**config.mk**
```make
export PLATFORM = sky130hd
export DESIGN_NAME = v3a_queue
export DESIGN_NICKNAME = d
export VERILOG_FILES = /design/src/hdl/v3a_pkg.sv /design/src/hdl/v3a_queue.sv
export SDC_FILE = /design/constraint.sdc
export NUM_CORES = 1
export LEC_CHECK = 0
export ABC_AREA = 0
export BUFFER_PORTS_ARGS = -buffer_cell sky130_fd_sc_hd__buf_2
export CAP_MARGIN = 10
export CORE_MARGIN = 2
export CORE_UTILIZATION = 52
export DETAILED_ROUTE_END_ITERATION = 10
export PLACE_DENSITY = 0.77
export REMOVE_ABC_BUFFERS = 1
export SKIP_LAST_GASP = 1
export SLEW_MARGIN = 20
export SYNTH_ARGS = -nofsm -noshare
export SYNTH_HDL_FRONTEND = slang
export SYNTH_SLANG_ARGS = --single-unit
```
**constraint.sdc**
```tcl
create_clock -name clk_i -period 14.2 [get_ports clk_i]
set_input_delay 2.13 -clock clk_i [delete_from_list [all_inputs] [get_ports clk_i]]
set_output_delay 2.13 -clock clk_i [all_outputs]
set_load 0.02 [all_outputs]
```
**src/hdl/v3a_pkg.sv**
```systemverilog
`timescale 1ns / 1ps
package v3a_pkg;

  localparam int unsigned FracBits = 16;
  localparam int unsigned WordBits = 32;

  typedef enum logic [2:0] {
    OP_ADD   = 3'd0,
    OP_SUB   = 3'd1,
    OP_MUL   = 3'd2,
    OP_SCALE = 3'd3,
    OP_DOT   = 3'd4,
    OP_CROSS = 3'd5,
    OP_LEN   = 3'd6,
    OP_NORM  = 3'd7
  } op_e;

  // one queued transaction between the front and back parts
  typedef struct packed {
    op_e                op;
    logic signed [31:0] ax;
    logic signed [31:0] ay;
    logic signed [31:0] az;
    logic signed [31:0] bx;
    logic signed [31:0] by_comp;
    logic signed [31:0] bz;
    logic signed [31:0] factor;
  } item_t;

  typedef struct packed {
    logic signed [31:0] rx;
    logic signed [31:0] ry;
    logic signed [31:0] rz;
    logic signed [31:0] scalar_out;
    logic               zero_length;
    logic               overflow;
  } res_t;

  localparam logic signed [31:0] SatMax = 32'sh7fff_ffff;
  localparam logic signed [31:0] SatMin = 32'sh8000_0000;

  // saturate a 68 bit signed value to 32 bits
  function automatic logic [32:0] sat68(input logic signed [67:0] v);
    logic [32:0] r;
    if (v > 68'(SatMax))      r = {1'b1, SatMax};
    else if (v < 68'(SatMin)) r = {1'b1, SatMin};
    else                      r = {1'b0, v[31:0]};
    return r;
  endfunction

endpackage

```
**src/hdl/v3a_queue.sv**
```systemverilog
`timescale 1ns / 1ps
module v3a_queue import v3a_pkg::*; (
  input  logic  clk_i,
  input  logic  rst_ni,
  input  logic  valid_i,
  output logic  stall_o,
  input  item_t item_i,
  output logic  valid_o,
  input  logic  stall_i,
  output item_t item_o
);

  // two entry queue, registered stall on the input side
  item_t      mem_q [2];
  logic       wr_q, rd_q;
  logic [1:0] cnt_q;
  logic       push, pop;

  assign stall_o = (cnt_q == 2'd2);
  assign valid_o = (cnt_q != 2'd0);
  assign item_o  = mem_q[rd_q];
  assign push    = valid_i & ~stall_o;
  assign pop     = valid_o & ~stall_i;

  always_ff @(posedge clk_i or negedge rst_ni) begin
    if (!rst_ni) begin
      wr_q  <= 1'b0;
      rd_q  <= 1'b0;
      cnt_q <= 2'd0;
    end else begin
      if (push) wr_q <= ~wr_q;
      if (pop) rd_q <= ~rd_q;
      cnt_q <= cnt_q + 2'(push) - 2'(pop);
    end
  end

  always_ff @(posedge clk_i) begin
    if (push) mem_q[wr_q] <= item_i;
  end

endmodule

```
Word-level counts from Yosys, hierarchy flattened
Memories as Yosys holds them, arrays and structs flattened.
Cells that the tools add are included.
{ "totals": {"reg_bits": 4, "ramBits": 454, "inputBits": 231, "output_inout_bits": 229, "elab_cells": 16, "memories": 1} }
{ "op_classes": {"add_sub_neg": 2, "eq_ne": 1, "n_mux": 2, "bitwise": 6, "reduce_logical": 1} }
{ "mem_list": {"columns": ["memory", "words", "width", "rd", "rd_ports_with_merged_regs", "wr", "line_no", "source"], "rows": [
  ["mem_q", 2, 227, 1, 0, 1, "v3a_queue.sv:14", "item_t mem_q [2];"]
]} }
{ "op_table": {"columns": ["cell", "count"], "rows": [
  ["NOT 1 bit", 4],
  ["adder 2 x 1 -> 2 bit", 1],
  ["AND 1 bit", 2],
  ["== test 2 bit, second input constant", 1],
  ["two-way mux 1 bit", 2],
  ["nonzero test 2 bit", 1],
  ["subtractor 2 x 1 -> 2 bit", 1]
]} }

Logic depth before layout (Yosys ltp)
{ "logic_depth": {"depth_word": 5, "depth_mapped": 7, "mapped_depth_nobuf": 7} }

Worst setup path before layout
Ideal clock, no wire load.
{ "synth_timing": {"path_kind": "input -> register", "start": "in valid_i", "end": "mem mem_q[0][0] (netlist bit), enable pin", "setup_time_ns": 0.818, "arrival_time_ns": 11.630, "required_time_ns": 13.382, "path_slack_ns": 1.752, "path_stages": 2, "path_buffers": 0, "path_cell_list": "nand2_1 > nor2_1"} }
{ "synth_via": {"elab_chain_len": 3} }
{ "synth_rtl": {"columns": ["item", "line_no", "source"], "rows": [
  ["start: declaration", "v3a_queue.sv:5", "input logic valid_i,"],
  ["AND 1 bit", "v3a_queue.sv:22", "assign push = valid_i & ~stall_o;"],
  ["two-way mux 1 bit", "v3a_queue.sv:38", "if (push) mem_q[wr_q] <= item_i;"],
  ["two-way mux 1 bit (not written as such)", "v3a_queue.sv:38", null],
  ["end: declaration", "v3a_queue.sv:14", null]
]} }
Every way passes these cells.

==> results.cfg <==
[clock_tree]
ctsHoldBuffers = 0
cts.sinks = 458
clk_latency_ns = 0.52
clk_pin_slew_ns = 0.06
cts_tree = done
numCtsBuffers = 45
cts-resized-gates = 0
clockRootBuffer = clkbuf_16
cts_max_path_buffers = 3
cts_setup_buffers = 0
cts_htree_levels = 2

[job]
max_cap_viol_count = 0

[yosys]
synth_area_sq_um = 16700
ys_types = 15
yosysSeqAreaShare_pct = 82.4
synthCells = 724
yosys_warnings = 0
synth-seq-cells = 458
synth.avg_cell_area_sq_um = 23.0

[worst_setup_path]
worstSetupEndpointType = primary output
crit_path_start_kind = register
crit_arrival_ns = 3.75
crit_fanout = 78
cp_num_buf_inv = 3
cp_top_family = buffers and inverters
cp_slowest_stage_delay_ns = 0.87
crit_type = reg2out
crit_top_cell = buf_4
cp_data_required_time_ns = 12.07
critPathSlowestCell = buf_4
crit_chain = buf_4 > buf_4 > mux2_2 > buf_2

[place]
dpl.hpwl_um = 23300
place_area_sq_um = 19300
gp_congestion = 0.807
io_buffers = 459

[status]
outcome = complete, no violations

[timing]
finalHoldViolCount = 0
max_freq_ghz = 0.170
period_minus_slack_ns = 5.88
rsz0062_at_grt = no
period_share_pct = 41.4
setup_viol = 0
tightest_slew_ns = 1.06
drv_slew = 0
relSlewSlack_pct = 29.4
skew_ns = 0.0163
fin_setup_tns_ns = 0
hold_ws_ns = 0.541

[final_layout]
drive_above_1_share_pct = 61.1
fin_area_sq_um = 20700
nNetsFinal = 1447
layout_common_cells = buf_2 (459), edfxtp_1 (454), mux2_2 (227)
syn_to_final_growth_pct = 24.1
layout_commonest_cell = buf_2

[pwr]
powerDensity_nw_per_um2 = 217
power_leakage_nw = 7.73
vdd.ir_drop.worst_mv = 0.213
fin_total_pwr_mw = 4.50

[drt]
drt_iter0_markers = 390
wl_per_cell_um = 20.7
vias = 8480
drc_errors = 0
ant_nets = 0
wl_um = 34300
via_per_inst = 5.11
drt_first_pass_iters = 4

[grt]
grt_pass1_wl_um = 49400
grt_antenna_before_repair = 10
grt_max_degree = 80
first_global_vias = 8972
grt-ovfl-total = 0
grtUsageTotal_pct = 19.5

[floorplanning]
design.core.area_sq_um = 31600
dieArea_sq_um = 33500
die_h_um = 183
initial_core_util_pct = 52.8
pin_count = 460
rows = 65
fp.dieW_um = 183

[worst_hold_path]
hold_class = reg2reg
[metal layers]
| layer | track usage [%] | wire length, um | vias up |
|---|---|---|---|
| met1 | 20.9 | 12000 | 4165 |
| met4 | 7.81 | 1070 | 4 |
| met5 | 0 | 27 | - |
| met3 | 6.99 | 3130 | 70 |
| li1 | - | - | 3885 |
| met2 | 35.1 | 18100 | 356 |
[final cells by class]
type,count,area [sq um]
well taps,402,503
clock buffers,52,1150
clock inverters,29,224
flip-flops and latches,458,13700
fillers,2202,10900
inverters,2,7.51
repair buffers,468,2380
diodes,8,20.0
multi-input cells,239,2660
[logic make-up after synthesis]
logic type	count (synthesis)	synth area share, %
buffers and inverters	27	1.71
DFF	458	82.4
and+or+nand+nor	6	0.195
adders and majority gates	2	0.150
muxes	227	15.3
xor gates and xnor gates	4	0.210
[through the flow]
stage / cells / worst slack, ns / utilization [%]
CTS: 1649 / 8.31 / 65.4
floorplan: 699 / 1.75 / -
global placement: 1568 / 8.91 / 61.1
global route: 1656 / 8.13 / 65.6
detailed placement: 1568 / 8.89 / 61.1
finish: 1658 / 8.32 / 65.6
[final timing paths]
path                                         start                      to  slack [ns]  cells after the start
worst max-delay path              rd_q$_DFFE_PN0P_              item_o[31]        8.32                      4
worst min-delay path            cnt_q[0]$_DFF_PN0_      cnt_q[0]$_DFF_PN0_        0.54                      1
worst max register to register  cnt_q[1]$_DFF_PN0_  mem_q[1][88]$_DFFE_PP_       11.35                      3
worst min register to register  cnt_q[0]$_DFF_PN0_      cnt_q[0]$_DFF_PN0_        0.54                      1
max in group asynchronous                   rst_ni        rd_q$_DFFE_PN0P_       12.65                      1
min in group asynchronous                   rst_ni      cnt_q[0]$_DFF_PN0_        1.40                      1
[flip-flops by register name, indices dropped and copies added (netlist names)]
| signal | cells |
|---|---|
| rd_q | 1 |
| wr_q | 1 |
| cnt_q | 2 |
| mem_q | 454 |
[cells in the mapped netlist, drive strengths merged]
cell,instances,share of area [%]
and3,1,0.038
ha,2,0.15
mux2,227,15
xnor2,3,0.16
nor2b,1,0.038
nand2b,1,0.038
edfxtp,454,82
xor2,1,0.053
nand2,1,0.022
or2,1,0.038
inv,2,0.045
nor2,1,0.022
dfrtp,4,0.60
buf,25,1.7
[where the power goes]
| part | switching, mW | internal (mW) |
|---|---|---|
| Combinational | 0.904 | 0.547 |
| Sequential | 0.0862 | 1.85 |
| Clock | 0.472 | 0.636 |
(Power assumes the default switching activity.)
